--- src/design/mpa_pkg.sv ---
// Shared types, constants and codes of the multi-pattern automaton.
// Depends on nothing; used by the sequencer, the top level and the checker.
`default_nettype none

package mpa_pkg;

    localparam int MAX_NODES    = 128;
    localparam int MAX_PATTERNS = 8;
    localparam int ALPHABET     = 26;

    localparam int NODE_W = 7;
    localparam int CNT_W  = 8;
    localparam int LET_W  = 5;
    localparam int CA_W   = NODE_W + LET_W;
    localparam int CA_DEPTH = 2 ** CA_W;

    typedef logic [NODE_W-1:0]       t_node;
    typedef logic [CNT_W-1:0]        t_count;
    typedef logic [LET_W-1:0]        t_letter;
    typedef logic [MAX_PATTERNS-1:0] t_mask;
    typedef logic [CA_W-1:0]         t_caddr;

    localparam logic [2:0] OP_INSERT  = 3'd0;
    localparam logic [2:0] OP_BUILD   = 3'd1;
    localparam logic [2:0] OP_SCAN    = 3'd2;
    localparam logic [2:0] OP_RESTART = 3'd3;
    localparam logic [2:0] OP_CLEAR   = 3'd4;

    localparam logic [1:0] ST_OK      = 2'd0;
    localparam logic [1:0] ST_FULL    = 2'd1;
    localparam logic [1:0] ST_NOBUILD = 2'd2;

    typedef struct packed {
        logic [2:0] opcode;
        t_letter    letter;
        logic [2:0] pattern_index;
        logic       end_of_pattern;
    } t_in_word;

    typedef struct packed {
        logic [1:0] status;
        t_node      current_node;
        t_mask      found_patterns;
        t_count     node_total;
    } t_out_word;

    // Port bundles toward the table memories.
    typedef struct packed {
        logic   we;
        t_caddr waddr;
        t_node  wdata;
        t_caddr raddr;
    } t_tab_port;

    typedef struct packed {
        logic  we;
        t_node waddr;
        t_node wdata;
        t_node raddr;
    } t_node_port;

    typedef struct packed {
        logic  we;
        t_node waddr;
        t_mask wdata;
        t_node raddr;
    } t_mask_port;

    typedef enum logic [4:0] {
        SQ_CLR,
        SQ_IDLE,
        SQ_I_RD,
        SQ_I_CHK,
        SQ_I_OWN,
        SQ_I_CLR,
        SQ_B_INIT0,
        SQ_B_INIT1,
        SQ_B_POP,
        SQ_B_U,
        SQ_B_F,
        SQ_B_CH,
        SQ_B_CV,
        SQ_B_MASK,
        SQ_S_RD,
        SQ_S_G,
        SQ_S_M,
        SQ_RESP
    } t_state;

endpackage

`default_nettype wire

--- src/design/mpa_seq.sv ---
// Sequencer of the automaton: insert, breadth-first build, scan, restart and clear.
// Depends on mpa_pkg; drives the table memories held in the top level.
`default_nettype none

module mpa_seq
    import mpa_pkg::*;
(
    input  wire logic       i_clk,
    input  wire logic       i_rst_n,
    input  wire logic       i_start,
    input  wire t_in_word   i_word,
    output logic            o_ready,
    output logic            o_res_valid,
    output t_out_word       o_result,
    input  wire logic       i_res_take,
    output t_tab_port       o_child,
    input  wire t_node      i_child_q,
    output t_tab_port       o_goto,
    input  wire t_node      i_goto_q,
    output t_node_port      o_fail,
    input  wire t_node      i_fail_q,
    output t_node_port      o_queue,
    input  wire t_node      i_queue_q,
    output t_mask_port      o_own,
    input  wire t_mask      i_own_q,
    output t_mask_port      o_outm,
    input  wire t_mask      i_outm_q
);

    localparam t_letter LAST_LETTER = t_letter'(ALPHABET - 1);

    t_state     r_state, n_state;
    t_node      r_cursor, n_cursor;
    t_node      r_scan, n_scan;
    t_mask      r_seen, n_seen;
    t_count     r_nodes, n_nodes;
    logic       r_built, n_built;
    t_count     r_head, n_head;
    t_count     r_tail, n_tail;
    t_letter    r_k, n_k;
    logic       r_clr_resp, n_clr_resp;
    t_in_word   r_in, n_in;
    logic [1:0] r_status, n_status;
    t_node      r_u, n_u;
    t_node      r_f, n_f;
    t_node      r_v, n_v;
    t_node      r_nxt, n_nxt;

    logic  w_pvalid;
    t_mask w_pbit;
    t_node w_g;

    assign w_pvalid = r_in.end_of_pattern && (32'(r_in.pattern_index) < MAX_PATTERNS);
    assign w_pbit   = t_mask'(1) << r_in.pattern_index;
    assign w_g      = (r_u == '0) ? '0 : i_goto_q;

    always_ff @(posedge i_clk) begin
        if (!i_rst_n) begin
            r_state    <= SQ_CLR;
            r_cursor   <= '0;
            r_scan     <= '0;
            r_seen     <= '0;
            r_nodes    <= t_count'(1);
            r_built    <= 1'b0;
            r_head     <= '0;
            r_tail     <= '0;
            r_k        <= '0;
            r_clr_resp <= 1'b0;
        end else begin
            r_state    <= n_state;
            r_cursor   <= n_cursor;
            r_scan     <= n_scan;
            r_seen     <= n_seen;
            r_nodes    <= n_nodes;
            r_built    <= n_built;
            r_head     <= n_head;
            r_tail     <= n_tail;
            r_k        <= n_k;
            r_clr_resp <= n_clr_resp;
        end
    end

    always_ff @(posedge i_clk) begin
        r_in     <= n_in;
        r_status <= n_status;
        r_u      <= n_u;
        r_f      <= n_f;
        r_v      <= n_v;
        r_nxt    <= n_nxt;
    end

    // Advance to the next letter of the current node, or pop the next node.
    function automatic t_state next_letter_state(input t_letter k);
        return (k == LAST_LETTER) ? SQ_B_POP : SQ_B_CH;
    endfunction

    always_comb begin
        n_state    = r_state;
        n_cursor   = r_cursor;
        n_scan     = r_scan;
        n_seen     = r_seen;
        n_nodes    = r_nodes;
        n_built    = r_built;
        n_head     = r_head;
        n_tail     = r_tail;
        n_k        = r_k;
        n_clr_resp = r_clr_resp;
        n_in       = r_in;
        n_status   = r_status;
        n_u        = r_u;
        n_f        = r_f;
        n_v        = r_v;
        n_nxt      = r_nxt;

        o_child = '0;
        o_goto  = '0;
        o_fail  = '0;
        o_queue = '0;
        o_own   = '0;
        o_outm  = '0;

        case (r_state)
            SQ_CLR: begin
                // Clear the root row and the root's own mask.
                o_child.we    = 1'b1;
                o_child.waddr = {t_node'(0), r_k};
                o_own.we      = 1'b1;
                o_own.waddr   = '0;
                if (r_k == LAST_LETTER) begin
                    n_k     = '0;
                    n_state = r_clr_resp ? SQ_RESP : SQ_IDLE;
                end else begin
                    n_k = r_k + t_letter'(1);
                end
            end

            SQ_IDLE: begin
                if (i_start) begin
                    n_in     = i_word;
                    n_status = ST_OK;
                    case (i_word.opcode)
                        OP_INSERT: begin
                            n_state = (32'(i_word.letter) < ALPHABET) ? SQ_I_RD : SQ_RESP;
                        end
                        OP_BUILD: begin
                            n_state = SQ_B_INIT0;
                        end
                        OP_SCAN: begin
                            if (!r_built) begin
                                n_status = ST_NOBUILD;
                                n_state  = SQ_RESP;
                            end else if (32'(i_word.letter) < ALPHABET) begin
                                n_state = SQ_S_RD;
                            end else begin
                                n_scan  = '0;
                                n_state = SQ_RESP;
                            end
                        end
                        OP_RESTART: begin
                            n_scan  = '0;
                            n_seen  = '0;
                            n_state = SQ_RESP;
                        end
                        OP_CLEAR: begin
                            n_cursor   = '0;
                            n_scan     = '0;
                            n_seen     = '0;
                            n_nodes    = t_count'(1);
                            n_built    = 1'b0;
                            n_k        = '0;
                            n_clr_resp = 1'b1;
                            n_state    = SQ_CLR;
                        end
                        default: begin
                            n_state = SQ_RESP;
                        end
                    endcase
                end
            end

            SQ_I_RD: begin
                o_child.raddr = {r_cursor, r_in.letter};
                n_state       = SQ_I_CHK;
            end

            SQ_I_CHK: begin
                n_built = 1'b0;
                if (i_child_q != '0) begin
                    n_cursor = r_in.end_of_pattern ? '0 : i_child_q;
                    n_nxt    = i_child_q;
                    o_own.raddr = i_child_q;
                    n_state  = w_pvalid ? SQ_I_OWN : SQ_RESP;
                end else if (r_nodes >= t_count'(MAX_NODES)) begin
                    n_status = ST_FULL;
                    if (r_in.end_of_pattern) begin
                        n_cursor = '0;
                    end
                    n_state = SQ_RESP;
                end else begin
                    n_nxt         = r_nodes[NODE_W-1:0];
                    n_nodes       = r_nodes + t_count'(1);
                    o_child.we    = 1'b1;
                    o_child.waddr = {r_cursor, r_in.letter};
                    o_child.wdata = r_nodes[NODE_W-1:0];
                    o_own.we      = 1'b1;
                    o_own.waddr   = r_nodes[NODE_W-1:0];
                    o_own.wdata   = w_pvalid ? w_pbit : '0;
                    n_cursor      = r_in.end_of_pattern ? '0 : r_nodes[NODE_W-1:0];
                    n_k           = '0;
                    n_state       = SQ_I_CLR;
                end
            end

            SQ_I_OWN: begin
                o_own.we    = 1'b1;
                o_own.waddr = r_nxt;
                o_own.wdata = i_own_q | w_pbit;
                n_state     = SQ_RESP;
            end

            SQ_I_CLR: begin
                // Wipe the child row of the new node.
                o_child.we    = 1'b1;
                o_child.waddr = {r_nxt, r_k};
                if (r_k == LAST_LETTER) begin
                    n_k     = '0;
                    n_state = SQ_RESP;
                end else begin
                    n_k = r_k + t_letter'(1);
                end
            end

            SQ_B_INIT0: begin
                o_own.raddr = '0;
                n_state     = SQ_B_INIT1;
            end

            SQ_B_INIT1: begin
                o_outm.we    = 1'b1;
                o_outm.waddr = '0;
                o_outm.wdata = i_own_q;
                o_queue.we   = 1'b1;
                o_fail.we    = 1'b1;
                n_head       = '0;
                n_tail       = t_count'(1);
                n_state      = SQ_B_POP;
            end

            SQ_B_POP: begin
                if (r_head == r_tail) begin
                    n_built = 1'b1;
                    n_scan  = '0;
                    n_seen  = '0;
                    n_state = SQ_RESP;
                end else begin
                    o_queue.raddr = r_head[NODE_W-1:0];
                    n_head        = r_head + t_count'(1);
                    n_state       = SQ_B_U;
                end
            end

            SQ_B_U: begin
                n_u          = i_queue_q;
                o_fail.raddr = i_queue_q;
                n_k          = '0;
                n_state      = SQ_B_F;
            end

            SQ_B_F: begin
                n_f     = i_fail_q;
                n_state = SQ_B_CH;
            end

            SQ_B_CH: begin
                o_child.raddr = {r_u, r_k};
                o_goto.raddr  = {r_f, r_k};
                n_state       = SQ_B_CV;
            end

            SQ_B_CV: begin
                o_goto.we    = 1'b1;
                o_goto.waddr = {r_u, r_k};
                if (i_child_q != '0) begin
                    o_goto.wdata = i_child_q;
                    o_fail.we    = 1'b1;
                    o_fail.waddr = i_child_q;
                    o_fail.wdata = w_g;
                    if (r_tail < t_count'(MAX_NODES)) begin
                        o_queue.we    = 1'b1;
                        o_queue.waddr = r_tail[NODE_W-1:0];
                        o_queue.wdata = i_child_q;
                        n_tail        = r_tail + t_count'(1);
                    end
                    o_own.raddr  = i_child_q;
                    o_outm.raddr = w_g;
                    n_v          = i_child_q;
                    n_state      = SQ_B_MASK;
                end else begin
                    o_goto.wdata = w_g;
                    n_k          = r_k + t_letter'(1);
                    n_state      = next_letter_state(r_k);
                end
            end

            SQ_B_MASK: begin
                o_outm.we    = 1'b1;
                o_outm.waddr = r_v;
                o_outm.wdata = i_own_q | i_outm_q;
                n_k          = r_k + t_letter'(1);
                n_state      = next_letter_state(r_k);
            end

            SQ_S_RD: begin
                o_goto.raddr = {r_scan, r_in.letter};
                n_state      = SQ_S_G;
            end

            SQ_S_G: begin
                n_scan       = i_goto_q;
                o_outm.raddr = i_goto_q;
                n_state      = SQ_S_M;
            end

            SQ_S_M: begin
                n_seen  = r_seen | i_outm_q;
                n_state = SQ_RESP;
            end

            SQ_RESP: begin
                if (i_res_take) begin
                    n_clr_resp = 1'b0;
                    n_state    = SQ_IDLE;
                end
            end

            default: begin
                n_state = SQ_IDLE;
            end
        endcase
    end

    assign o_ready     = (r_state == SQ_IDLE);
    assign o_res_valid = (r_state == SQ_RESP);

    always_comb begin
        o_result.status         = r_status;
        o_result.current_node   = (r_in.opcode == OP_INSERT) ? r_cursor : r_scan;
        o_result.found_patterns = r_seen;
        o_result.node_total     = r_nodes;
    end

endmodule

`default_nettype wire

--- config.mk ---
export PLATFORM = sky130hd
export DESIGN_NAME = mpa_seq
export DESIGN_NICKNAME = d
export VERILOG_FILES = /design/src/design/mpa_pkg.sv /design/src/design/mpa_seq.sv
export SDC_FILE = /design/constraint.sdc
export NUM_CORES = 1
export LEC_CHECK = 0
export BUFFER_PORTS_ARGS = -buffer_cell sky130_fd_sc_hd__buf_2
export CORE_ASPECT_RATIO = 1.1
export CORE_MARGIN = 2
export CORE_UTILIZATION = 41
export CTS_CLUSTER_DIAMETER = 60
export DETAILED_ROUTE_END_ITERATION = 16
export GPL_TIMING_DRIVEN = 0
export MAX_ROUTING_LAYER = met4
export PLACE_DENSITY = 0.71
export SLEW_MARGIN = 10
export SYNTH_ARGS = -nofsm -noshare
export SYNTH_HDL_FRONTEND = slang
export SYNTH_SLANG_ARGS = --single-unit
export TNS_END_PERCENT = 5
--- constraint.sdc ---
create_clock -name i_clk -period 6.9 [get_ports i_clk]
set_input_delay 0.345 -clock i_clk [delete_from_list [all_inputs] [get_ports i_clk]]
set_output_delay 0.345 -clock i_clk [all_outputs]
set_load 0.1 [all_outputs]
==> qor.yml <==
outcome:
  outcome: "completed"
grt:
  grt_max_degree: 18
  grt_first_pass_wirelength_mm: 31.7
  grt_use_total_pct: 27.3
  grt_pass1_vias: 5619
  gr-total-overflow: 0
  antenna_found_initial: 1
logic_synthesis:
  synth.area.top_cells: "edfxtp_1 21%, dfxtp_1 19%, a22o_1 6.5%"
  synth_most_common_cell: "and2_1"
  synth.top_cells.by_count: "60 x and2_1, 58 x dfxtp_1, 44 x a22o_1"
  netlist_area_mm2: 0.00597
  synthFlopType: "dfxtp_1"
  synth_top_cell_by_area: "edfxtp_1"
  ys_types: 72
  async_flop_share_pct: 0
  netlist_instances: 649
  synth_top_area_share_pct: 21.1
  synth-seq-cells: 100
  ys_warn_count: 0
  syn_area_per_cell_um2: 9.20
  synth-edff-count: 42
  synth-seq-area-share_pct: 40.6
  syn_nets: 715
critical_path:
  cp_max_fo: 10
  slowest_stage: "o21ai_1"
  path_class: "flip-flop to output pin"
  rrSetupSlack_ns: 3.79
  path_cells: "clkbuf_1 > buf_1 > nand3_1 > o21ai_1 > a22o_1 > buf_2"
  required_ns: 6.55
  worstSetupStartpointType: "flip-flop"
  worstSetupEndpointType: "output pin"
  critPathArrivalTime_ns: 3.31
  crit_path_max_incr_delay_ns: 0.57
clock_tree:
  clk_path_buf_depth: 2
  clock_sinks: 100
  htreeDepth: 3
  cts_buffers: 9
  ctsHoldBuffers: 0
  cts_setup_buffers: 0
  clockRootBuffer: "clkbuf_16"
  clk_pin_slew_ns: 0.07
  clk_latency_ns: 0.35
  ctsResizeCount: 0
  cts_tree: "built"
power:
  p_seq_share_pct: 50.5
  p_leak_nw: 3.62
  irDropWorstVdd_mv: 0.0953
  netSwitchingPower_uw: 280
  p_per_area_mw_per_mm2: 158
  sw_frac_of_total_pct: 22.8
  total_power_mw: 1.22
  power.internal_uw: 945
  combPwrFrac_pct: 5.7
  clock_power_share_pct: 43.8
timing:
  maxSlewHeadroom_pct: 22.6
  finalCritPeriodShare_pct: 52.9
  maxSlewViolCount: 0
  fmax_mhz: 274
  fin_setup_tns_ns: 0
  fin_crit_ns: 3.65
  setup_violations: 0
  finalHoldViolCount: 0
  finClkSkew_ns: 0.00803
  tightest_slew_ns: 1.15
  grt_setup_unrepaired: "no"
layout:
  layout-drive-gt1-share_pct: 31.8
  nFillCells: 1361
  syn_to_final_growth_pct: 29.7
  nets: 967
place:
  gp_congestion: 0.972
  io_buffers: 240
  hpwl_mm: 16.5
drt:
  firstDrtPassIters: 7
  wl_per_cell_um: 19.5
  viasPerCell: 5.76
  final_antenna_net_count: 0
  first_iter_violations: 502
  vias: 6325
  wirelength_mm: 21.4
  route.detailed.drc: 0
floorplanning:
  die_w_um: 119
  ios: 241
  die-height_um: 131
  rows: 46
  fp.coreArea_mm2: 0.0143
  initial_core_util_pct: 41.7
  die_area_mm2: 0.0155
job:
  drv_cap: 0
hold_path:
  hold_class: "input port to flip-flop"
## cells by family (layout without fill, tap and decap cells)
logic type,after synthesis,in the layout,share of synthesized area (%)
and+or+nand+nor,239,239,23.3
AOI/OAI and AO/OA,216,216,26.9
DFF,100,100,40.6
buffers and inverters,65,322,4.30
xor gates and xnor gates,16,16,2.35
muxes,7,7,1.32
adders and majority gates,6,6,1.26
other,0,1,0
## worst paths after layout
kind	start	end	depth (start not counted)
max	r_state[2]$_SDFFE_PN0P_	o_outm[10]	6
min	i_word[3]	r_in[3]$_DFFE_PP_	1
max reg2reg	r_state[0]$_SDFFE_PN0P_	r_seen[5]$_SDFFE_PN0P_	7
min reg2reg	r_seen[0]$_SDFFE_PN0P_	r_seen[0]$_SDFFE_PN0P_	2
## flip-flops by register name (all words and copies together) (netlist names), 8 cells and up
name	count
r_head	8
r_in	11
r_nodes	8
r_seen	8
r_tail	8
## cell type report
type                       count  area, µm²  area share [%]
buffer                        38        155            2.00
sequential                   100       2420            31.3
tap                          192        240            3.10
multi-input combinational    484       3300            42.6
antenna                        1       2.50          0.0323
clock buffer                  10        250            3.23
timing repair buffer         241       1210            15.6
clock inverter                 6       68.8           0.889
inverter                      27        101            1.31
## critical path, delay by kind of cell (launching register included)
family / cells / cell delay, ns
compound gates: 2 / 0.80
flops: 1 / 0.43
buf+inv: 3 / 1.28
simple gates: 1 / 0.44
## cell usage in the layout (no fill, tap or decap), types with 9 or more instances in the layout
cell type  count
a211oi_1      11
a21o_1        27
a21oi_1       35
a22o_1        44
a32o_1        11
and2_1        60
and3_1         9
buf_2        244
clkbuf_1      30
clkbuf_16     10
dfxtp_1       58
edfxtp_1      42
inv_1         26
nand2_1       29
nand3_1       11
nor2_1        37
nor2b_1       18
nor3_1        15
nor4_1        10
o21ai_0       22
xor2_1        12
## stage by stage
step | instance area, µm² | hold WS [ns] | worst slack (ns) | util (%) | std cells
5_1_grt | 7740 | 0.162 | 3.15 | 54.0 | 1099
4_1_cts | 7740 | 0.158 | 3.35 | 54.0 | 1098
2_1_floorplan | 5970 | 0.444 | 2.66 | - | 649
6_report | 7740 | 0.171 | 3.25 | 54.0 | 1099
3_5_place_dp | 7420 | 0.456 | 3.74 | 51.8 | 1082
3_3_place_gp | 7410 | 0.453 | 3.71 | 51.7 | 1081
## power by group through the flow
stage	logic (mW)	clock network (mW)	registers (mW)
floorplan	0.0311	0	0.631
global placement	0.0683	0	0.632
detailed placement	0.0689	0	0.632
CTS	0.0692	0.545	0.619
global route	0.0744	0.564	0.619
finish	0.0697	0.536	0.619
## routing by layer
metal,GRT usage (%),vias up,part of all wire (%)
li1,-,2959,-
met1,33.3,3044,42
met2,46.4,286,50
met3,3.39,36,6.1
met4,10.9,0,2.4
met5,-,-,0
No activity file was read; power rests on OpenSTA's default activity.
