File: src/design/mpa_ram.sv
// Generic single-write, single-read RAM with registered read data.
// Depends on nothing.
`default_nettype none

module mpa_ram #(
    parameter int WIDTH = 8,
    parameter int DEPTH = 128
) (
    input  wire logic                     i_clk,
    input  wire logic                     i_we,
    input  wire logic [$clog2(DEPTH)-1:0] i_waddr,
    input  wire logic [WIDTH-1:0]         i_wdata,
    input  wire logic [$clog2(DEPTH)-1:0] i_raddr,
    output logic      [WIDTH-1:0]         o_rdata
);

    logic [WIDTH-1:0] r_mem [DEPTH];

    always_ff @(posedge i_clk) begin
        if (i_we) begin
            r_mem[i_waddr] <= i_wdata;
        end
        o_rdata <= r_mem[i_raddr];
    end

endmodule

`default_nettype wire

File: config.mk
export PLATFORM = sky130hd
export DESIGN_NAME = mpa_ram
export DESIGN_NICKNAME = d
export VERILOG_FILES = /design/src/design/mpa_ram.sv
export SDC_FILE = /design/constraint.sdc
export NUM_CORES = 1
export LEC_CHECK = 0
export ABC_AREA = 1
export BUFFER_PORTS_ARGS = -buffer_cell sky130_fd_sc_hd__buf_2
export CAP_MARGIN = 20
export CORE_MARGIN = 4
export CORE_UTILIZATION = 33
export CTS_CLUSTER_DIAMETER = 40
export CTS_CLUSTER_SIZE = 24
export DETAILED_ROUTE_END_ITERATION = 8
export PLACE_DENSITY = 0.51
export SKIP_CTS_REPAIR_TIMING = 1
export SYNTH_ARGS = -nofsm -noshare
export SYNTH_HDL_FRONTEND = slang
export SYNTH_SLANG_ARGS = --single-unit
File: constraint.sdc
create_clock -name i_clk -period 1.6 [get_ports i_clk]
set_input_delay 0 -clock i_clk [delete_from_list [all_inputs] [get_ports i_clk]]
set_output_delay 0 -clock i_clk [all_outputs]
set_load 0.05 [all_outputs]
==> impl_metrics.env, run 1 <==
export IMPL_clkLatencyLatePin_ns=0.74
export IMPL_max_cap_viol_count=0
export IMPL_holdWs_ns=-0.00254
export IMPL_postPlaceCellArea_um2=46800
export IMPL_synthFlopType="edfxtp_1"
export IMPL_worstPathRequired_ns=2.21
export IMPL_synth_commonest_cells="1215 x nand2_1, 1024 x edfxtp_1, 931 x nand3_1"
export IMPL_grt_max_degree=56
export IMPL_cts_root_buf="clkbuf_16"
export IMPL_synthDistinctLibCells=14
export IMPL_first_iter_violations=2713
export IMPL_rsz0062_at_grt="yes"
export IMPL_hold_viol=11
export IMPL_clock_sinks=1032
export IMPL_synth_top_area_share_pct=73.0
export IMPL_max_freq_ghz=0.643
export IMPL_port_buffers=31
export IMPL_yosysWarnings=0
export IMPL_die_h_um=365
export IMPL_ys_seq_elements=1032
export IMPL_placed_cells=5387
export IMPL_synth_seq_area_share_pct=73.4
export IMPL_post_route_period_util_pct=97.2
export IMPL_path_class="flip-flop to flip-flop"
export IMPL_hpwl_mm=76.4
export IMPL_worstSetupEndpointType="flip-flop"
export IMPL_fin_tns_setup_ns=0
export IMPL_fin_skew_ns=0.0202
export IMPL_power_density_nw_per_um2=1310
export IMPL_grt_usage_pct=18.4
export IMPL_fp_coreArea_um2=126000
export IMPL_yosysTopAreaCell="edfxtp_1"
export IMPL_synthesis_nets=3599
export IMPL_wire_per_inst_um=21.6
export IMPL_cts_buffer_depth=3
export IMPL_dr_wl_met3_mm=8.00
export IMPL_yosysMostFrequentCell="nand2_1"
export IMPL_dr_pass1_iters=5
export IMPL_status="finished, violations left"
export IMPL_syn_area_um2=42100
export IMPL_final_util_pct=41.5
export IMPL_grt_overflow_total=0
export IMPL_routed_via_density=5.02
export IMPL_clk_pin_slew_ns=0.05
export IMPL_worstSetupStartpointType="flip-flop"
export IMPL_critPathMaxFanout=1
export IMPL_cts_made_buffers=150
export IMPL_fp_row_count=130
export IMPL_grt_pass1_wl_mm=184
export IMPL_grt_antenna_before_repair=7
export IMPL_place_congestion=0.825
export IMPL_tightest_slew_ns=0.573
export IMPL_area_growth_pct=24.3
export IMPL_synth_edf_count=1024
export IMPL_final_cells=5684
export IMPL_synth_area_leaders="edfxtp_1 73%, nand3_1 11%, nand2_1 11%"
export IMPL_design_area_um2=52400
export IMPL_slew_headroom_pct=61.7
export IMPL_htreeDepth=4
export IMPL_dr_max_layer_used="met5"
export IMPL_worstHoldPathType="input port to flip-flop"
export IMPL_leakage_nw=19.2
export IMPL_num_vias=28600
export IMPL_cts_tree="done"
export IMPL_die_area_um2=133000
export IMPL_post_route_min_period_ns=1.55
export IMPL_syn_avg_cell_area_um2=11.8
export IMPL_initial_utilization_pct=33.4
export IMPL_drt_met1_wl_mm=54.9
export IMPL_violations="hold timing"
export IMPL_async_reset_ff_share_pct=0
export IMPL_die_w_um=365
export IMPL_setup_violations=0
export IMPL_irDropWorstVdd_mv=1.12
export IMPL_drive_above_1_share_pct=16.4
export IMPL_ant_nets=0
export IMPL_routed_wl_mm=123
export IMPL_route_detailed_drc=0
export IMPL_final_max_slew_violation_count=0
export IMPL_ioPinCount=32
export IMPL_synth_cells=3575
export IMPL_wl_met2_mm=57.0
export IMPL_grt_pass1_vias=28300
export IMPL_fin_nets=3926
export IMPL_crit_arrival_ns=2.17
==> metrics by stage <==
stage / power [W] / setup WS [ns]
3_3_place_gp: 0.0347 / -0.358
3_5_place_dp: 0.0347 / -0.348
5_1_grt: 0.0707 / -0.0179
4_1_cts: 0.0691 / -0.109
2_1_floorplan: 0.0325 / 0.244
6_report: 0.0685 / 0.0453
==> final timing paths <==
check,startpoint,endpoint,slack [ns],cells past startpoint
setup / recovery,r_mem[15][3],o_rdata[3],0.05,10
setup reg to reg,r_mem[15][3],o_rdata[3],0.05,10
hold / removal,i_waddr[2],r_mem[98][6],-0.003,5
hold reg to reg,r_mem[58][1],o_rdata[1],0.92,10
==> layout by cell type, fill, tap and decap left out, drive strengths merged <==
| master | Yosys | final |
|---|---|---|
| nand2 | 1215 | 1215 |
| inv | 24 | 45 |
| nor3 | 8 | 8 |
| clkinvlp | 0 | 15 |
| edfxtp | 1024 | 1024 |
| bufinv | 0 | 24 |
| dfxtp | 8 | 8 |
| nor2 | 134 | 134 |
| nand3 | 931 | 931 |
| clkinv | 0 | 50 |
| buf | 197 | 392 |
| dlygate4sd3 | 0 | 13 |
| clkbuf | 34 | 169 |
| diode | 0 | 6 |
==> worst max-delay path, cell delays in order, from the launching register on <==
cell      delay (ns)
edfxtp_1        0.37
nand2_1         0.08
nand3_1         0.08
nand3_1         0.15
nand3_1         0.10
nand2_1         0.11
nand2_1         0.07
nand3_1         0.21
nand2_1         0.10
nand2_1         0.09
nand2_1         0.06
==> report_power, final <==
part | switching (W) | internal (W) | leakage, nW
Sequential | 0.0000393 | 0.0299 | 9.27
Clock | 0.0125 | 0.0218 | 2.54
Combinational | 0.00297 | 0.00134 | 7.37
==> cells by family (layout without fill, tap and decap cells) <==
| kind of cell | Yosys count | after routing | synth area share (%) |
|---|---|---|---|
| AND/OR/NAND/NOR | 2288 | 2288 | 23.2 |
| other | 0 | 6 | 0 |
| flip-flops | 1032 | 1032 | 73.4 |
| buffers and inverters | 255 | 708 | 3.40 |
==> cell type report <==
cell class	count	area [um2]
sequential	1032	30900
inverter	24	116
timing repair buffer	406	4110
fill	11800	73900
tap	1650	2060
clock inverter	110	1330
clock buffer	168	3940
antenna	6	15.0
multi-input combinational	2288	9870
==> per-layer routing <==
| metal | vias up | GRT usage, % |
|---|---|---|
| met2 | 928 | 29.2 |
| met5 | - | 0 |
| met1 | 14100 | 25.7 |
| met3 | 197 | 3.45 |
| li1 | 13300 | - |
| met4 | 2 | 5.92 |
==> state kept, by name, indices dropped and copies added (netlist names) <==
name	flops
o_rdata	8
r_mem	1024
Note: power is estimated with default switching activity, not from simulation.
==> run 2, diff against run 1 <==
--- a/config.mk
+++ b/config.mk
@@ -7,13 +7,14 @@
 export LEC_CHECK = 0
 export ABC_AREA = 1
 export BUFFER_PORTS_ARGS = -buffer_cell sky130_fd_sc_hd__buf_2
-export CAP_MARGIN = 20
+export CAP_MARGIN = 10
 export CORE_MARGIN = 4
 export CORE_UTILIZATION = 33
-export CTS_CLUSTER_DIAMETER = 40
+export CTS_CLUSTER_DIAMETER = 150
 export CTS_CLUSTER_SIZE = 24
 export DETAILED_ROUTE_END_ITERATION = 8
 export PLACE_DENSITY = 0.51
+export SETUP_SLACK_MARGIN = 0.3
 export SKIP_CTS_REPAIR_TIMING = 1
 export SYNTH_ARGS = -nofsm -noshare
 export SYNTH_HDL_FRONTEND = slang
==> run 2 against run 1 <==
The flow now finishes without violations. Non-clock buffer count decreased by 4. Sequential share of layout area increased by 3.0 points. Register-to-register slack better by 0.16 ns. Via count fell by 3.1%. Critical path type unchanged. Highest routed layer unchanged.
==> impl_metrics.env, run 2 (synthesis gave the netlist of run 1 again) <==
export IMPL_drive_above_1_share_pct=19.9
export IMPL_dr_pass1_iters=6
export IMPL_setup_violations=0
export IMPL_most_common_layout_cells="1127 x nand2_1, 1024 x edfxtp_1, 705 x nand3_1, 283 x buf_4, 205 x nand3_2"
export IMPL_finalWorstSetupSlack_ns=0.201
export IMPL_ant_nets=0
export IMPL_fp_row_count=130
export IMPL_slew_headroom_pct=58.2
export IMPL_power_density_nw_per_um2=975
export IMPL_initial_utilization_pct=33.4
export IMPL_hpwl_mm=76.4
export IMPL_final_max_slew_violation_count=0
export IMPL_fin_skew_ns=0.0216
export IMPL_status="finished, final reports clean"
export IMPL_num_vias=27700
export IMPL_final_util_pct=39.4
export IMPL_fin_nets=3820
export IMPL_grt_pass1_wl_mm=178
export IMPL_total_power_w=0.0485
export IMPL_cts_tree="done"
export IMPL_pre_cts_slack_ns=-0.348
export IMPL_irDropWorstVdd_mv=0.750
export IMPL_grt_pass1_vias=26900
export IMPL_max_freq_ghz=0.715
export IMPL_hold_viol=0
export IMPL_wl_met2_mm=56.4
export IMPL_worstSetupStartpointType="flip-flop"
export IMPL_die_h_um=365
export IMPL_grt_antenna_before_repair=7
export IMPL_critPathSlowestCell="edfxtp_1"
export IMPL_dr_max_layer_used="met5"
export IMPL_final_common_cell="nand2_1"
export IMPL_post_route_period_util_pct=87.4
export IMPL_top_regs="r_mem (1024), o_rdata (8)"
export IMPL_post_route_min_period_ns=1.40
export IMPL_place_congestion=0.825
export IMPL_crit_chain="nand2_1, nand3_1, nand3_2, nand3_2, nand2_2, nand2_2, nand3_4, nand2_4, nand2_4, nand2_2"
export IMPL_cp_slowest_stage_delay_ns=0.38
export IMPL_crit_arrival_ns=1.96
export IMPL_path_class="flip-flop to flip-flop"
export IMPL_regMostFlops="r_mem"
export IMPL_area_growth_pct=18.3
export IMPL_routed_wl_mm=121
export IMPL_fp_coreArea_um2=126000
export IMPL_grt_usage_pct=17.8
export IMPL_die_w_um=365
export IMPL_cts_root_buf="clkbuf_16"
export IMPL_tightest_slew_ns=0.626
export IMPL_final_cells=5468
export IMPL_rsz0062_at_grt="yes"
export IMPL_dr_wl_met3_mm=7.36
export IMPL_first_iter_violations=2745
export IMPL_largest_reg_flops=1024
export IMPL_drt_met1_wl_mm=54.9
export IMPL_critPathMaxFanout=1
export IMPL_wire_per_inst_um=22.2
export IMPL_grt_max_degree=56
export IMPL_grt_overflow_total=0
export IMPL_leakage_nw=17.7
export IMPL_fin_tns_setup_ns=0
export IMPL_placed_cells=5387
export IMPL_fill_cells=12000
export IMPL_cts_buffer_depth=3
export IMPL_worstSetupEndpointType="flip-flop"
export IMPL_cts_made_buffers=48
export IMPL_max_cap_viol_count=0
export IMPL_routed_via_density=5.06
export IMPL_clkLatencyLatePin_ns=0.67
export IMPL_cp_common_cell="nand2_2"
export IMPL_clk_pin_slew_ns=0.10
export IMPL_worstHoldPathType="input port to flip-flop"
export IMPL_ioPinCount=32
export IMPL_die_area_um2=133000
export IMPL_route_detailed_drc=0
export IMPL_port_buffers=31
export IMPL_htreeDepth=2
export IMPL_worstPathRequired_ns=2.16
export IMPL_clock_sinks=1032
run 2: cell types whose count changed in the layout (fill, tap and decap cells not counted), moves of 24 or more:
cell	previous run	this run
nand3_1	917	705
nand3_2	11	205
clkbuf_16	155	49
nand2_1	1210	1127
nand2_2	5	85
bufinv_16	24	0
run 2: final cells by class:
class | instances | area, um2 | share of cell area, %
timing repair buffer | 402 | 4100 | 8.24
multi-input combinational | 2288 | 11300 | 22.7
antenna | 3 | 7.51 | 0.0151
clock buffer | 69 | 1300 | 2.61
tap | 1650 | 2060 | 4.15
inverter | 24 | 116 | 0.234
sequential | 1032 | 30900 | 62.1
run 2: worst paths after layout:
check               start      endpoint  slack, ns  cells after the start
min            i_waddr[0]  r_mem[86][0]       0.04                      5
min reg2reg  r_mem[58][2]    o_rdata[2]       0.97                     10
max          r_mem[12][5]    o_rdata[5]       0.20                     10
max reg2reg  r_mem[12][5]    o_rdata[5]       0.20                     10
run 2: where the power goes:
part | switching, W | internal, W
clock network | 0.00836 | 0.00568
logic | 0.00319 | 0.00149
registers | 0.0000420 | 0.0298
run 2: critical path: cells and delay by family (launching register included):
kind             cells  cell delay [ns]
AND/OR/NAND/NOR     10             0.90
flip-flops           1             0.38
run 2: layer usage:
layer  vias to the layer above  global-route usage, %
met4                         4                   4.40
met3                       124                   2.41
met1                     13800                   25.6
li1                      13000                      -
met5                         -                      0
met2                       745                   28.8
run 2: metrics by stage:
step,hold slack (ns),instance area (um2)
5_1_grt,0.0431,49800
2_1_floorplan,0.0989,42100
3_5_place_dp,0.405,46800
4_1_cts,-0.336,48100
6_report,0.0393,49800
3_3_place_gp,0.400,46800
==> run 3, diff against run 2 <==
--- a/config.mk
+++ b/config.mk
@@ -10,6 +10,7 @@
 export CAP_MARGIN = 10
 export CORE_MARGIN = 4
 export CORE_UTILIZATION = 33
+export CTS_BUF_LIST = sky130_fd_sc_hd__clkbuf_4 sky130_fd_sc_hd__clkbuf_8
 export CTS_CLUSTER_DIAMETER = 150
 export CTS_CLUSTER_SIZE = 24
 export DETAILED_ROUTE_END_ITERATION = 8
==> run 3 against run 2 <==
The flow now finishes with violations (hold timing). Sequential power about the same. Critical endpoint is now r_mem[45][6]. Sequential cell count unchanged. Fmax increased by 0.21%.
==> impl_metrics.env, run 3 (synthesis gave the netlist of run 1 again) <==
export IMPL_clk_pin_slew_ns=0.15
export IMPL_hpwl_mm=76.4
export IMPL_first_iter_violations=2568
export IMPL_num_vias=27600
export IMPL_final_common_cell="nand2_1"
export IMPL_r2r_slack_ns=0.21
export IMPL_wire_per_inst_um=22.1
export IMPL_cts_made_buffers=48
export IMPL_post_route_min_period_ns=1.40
export IMPL_final_max_slew_violation_count=0
export IMPL_grt_antenna_before_repair=10
export IMPL_leakage_nw=17.5
export IMPL_setup_violations=0
export IMPL_fin_tns_setup_ns=0
export IMPL_ant_nets=0
export IMPL_fp_coreArea_um2=126000
export IMPL_dr_pass1_iters=5
export IMPL_max_freq_ghz=0.716
export IMPL_grt_pass1_wl_mm=178
export IMPL_clock_sinks=1032
export IMPL_r2r_start="r_mem[51][6]"
export IMPL_cts_root_buf="clkbuf_8"
export IMPL_post_route_period_util_pct=87.3
export IMPL_max_cap_viol_count=0
export IMPL_internal_power_w=0.0346
export IMPL_htreeDepth=2
export IMPL_total_power_w=0.0458
export IMPL_status="finished, violations left"
export IMPL_top_regs="r_mem (1024), o_rdata (8)"
export IMPL_place_congestion=0.825
export IMPL_area_growth_pct=16.7
export IMPL_routed_wl_mm=121
export IMPL_pwr_share_comb_pct=10.1
export IMPL_grt_max_degree=56
export IMPL_hold_depth=5
export IMPL_slew_headroom_pct=60.7
export IMPL_port_buffers=31
export IMPL_hold_end="r_mem[81][4]"
export IMPL_worstPathRequired_ns=2.09
export IMPL_largest_reg_flops=1024
export IMPL_sw_frac_of_total_pct=24.4
export IMPL_die_area_um2=133000
export IMPL_grt_usage_pct=17.8
export IMPL_power_frac_seq_pct=65.2
export IMPL_rr_endpoint="o_rdata[6]"
export IMPL_worstSetupEndpointType="flip-flop"
export IMPL_die_w_um=365
export IMPL_rsz0062_at_grt="yes"
export IMPL_worstHoldPathType="input port to flip-flop"
export IMPL_cts_tree="done"
export IMPL_die_h_um=365
export IMPL_route_detailed_drc=0
export IMPL_tightest_slew_ns=0.589
export IMPL_initial_utilization_pct=33.4
export IMPL_violations="hold timing"
export IMPL_irDropWorstVdd_mv=0.526
export IMPL_ioPinCount=32
export IMPL_power_density_nw_per_um2=932
export IMPL_critPathMaxFanout=13
export IMPL_clkLatencyLatePin_ns=0.77
export IMPL_drive_above_1_share_pct=18.7
export IMPL_worstRegToRegCells=10
export IMPL_most_common_layout_cells="1141 x nand2_1, 1024 x edfxtp_1, 760 x nand3_1, 280 x buf_4, 151 x nand3_2"
export IMPL_worstSetupStartpointType="input port"
export IMPL_routed_via_density=5.05
export IMPL_holdWs_ns=-0.0535
export IMPL_crit_arrival_ns=1.89
export IMPL_p_sw_w=0.0112
export IMPL_fin_nets=3827
export IMPL_clkPwrFrac_pct=24.7
export IMPL_min_from="i_waddr[2]"
export IMPL_path_class="input port to flip-flop"
export IMPL_regMostFlops="r_mem"
export IMPL_cts_buffer_depth=3
export IMPL_grt_pass1_vias=26900
export IMPL_fp_row_count=130
export IMPL_fin_skew_ns=0.0234
export IMPL_grt_overflow_total=0
export IMPL_hold_viol=64
-- run 3: worst max-delay path by stage --
| stage | from | end | slack (ns) | depth (start not counted) |
|---|---|---|---|---|
| 2_1_floorplan | i_we | r_mem[105][0] | 0.24 | 4 |
| 3_3_place_gp | i_raddr[0] | o_rdata[7] | -0.36 | 14 |
| 3_5_place_dp | i_raddr[0] | o_rdata[2] | -0.35 | 14 |
| 4_1_cts | r_mem[15][5] | o_rdata[5] | -0.12 | 10 |
| 5_1_grt | r_mem[27][1] | o_rdata[1] | 0.13 | 10 |
| 6_report | i_waddr[1] | r_mem[45][6] | 0.20 | 7 |
-- run 3: power groups by stage --
stage / clock network (W) / logic, W / registers [W]
2_1_floorplan: 0 / 0.00196 / 0.0305
3_3_place_gp: 0 / 0.00426 / 0.0304
3_5_place_dp: 0 / 0.00426 / 0.0304
4_1_cts: 0.0117 / 0.00427 / 0.0298
5_1_grt: 0.0125 / 0.00502 / 0.0299
6_report: 0.0113 / 0.00465 / 0.0298
-- run 3: critical path, cell delays in order --
cell	delay [ns]
buf_2	0.10
dlygate4sd3_1	0.61
nor3_1	0.37
nand2_1	0.16
buf_12	0.21
nor2_1	0.21
buf_4	0.19
-- run 3: cell type report --
cell class / count / area (um2)
antenna: 4 / 10.0
clock buffer: 69 / 825
fill: 12100 / 77100
inverter: 24 / 116
multi-input combinational: 2288 / 11000
sequential: 1032 / 30900
tap: 1650 / 2060
timing repair buffer: 409 / 4230
-- run 3: metal layers --
layer	global-route usage, %	part of all wire, %
met5	0	0.022
met3	2.85	6.1
met1	25.2	45
met2	28.6	46
met4	4.95	2.4
-- run 3: per-stage QoR --
stage / cells / hold WS (ns) / cell area, um2 / worst slack, ns / utilization (%)
3_3_place_gp: 5387 / 0.400 / 46800 / -0.358 / 37.1
3_5_place_dp: 5387 / 0.405 / 46800 / -0.348 / 37.1
6_report: 5476 / -0.0535 / 49100 / 0.204 / 38.9
2_1_floorplan: 3575 / 0.0989 / 42100 / 0.244 / -
4_1_cts: 5456 / -0.511 / 47700 / -0.125 / 37.8
5_1_grt: 5473 / -0.0717 / 49100 / 0.126 / 38.9
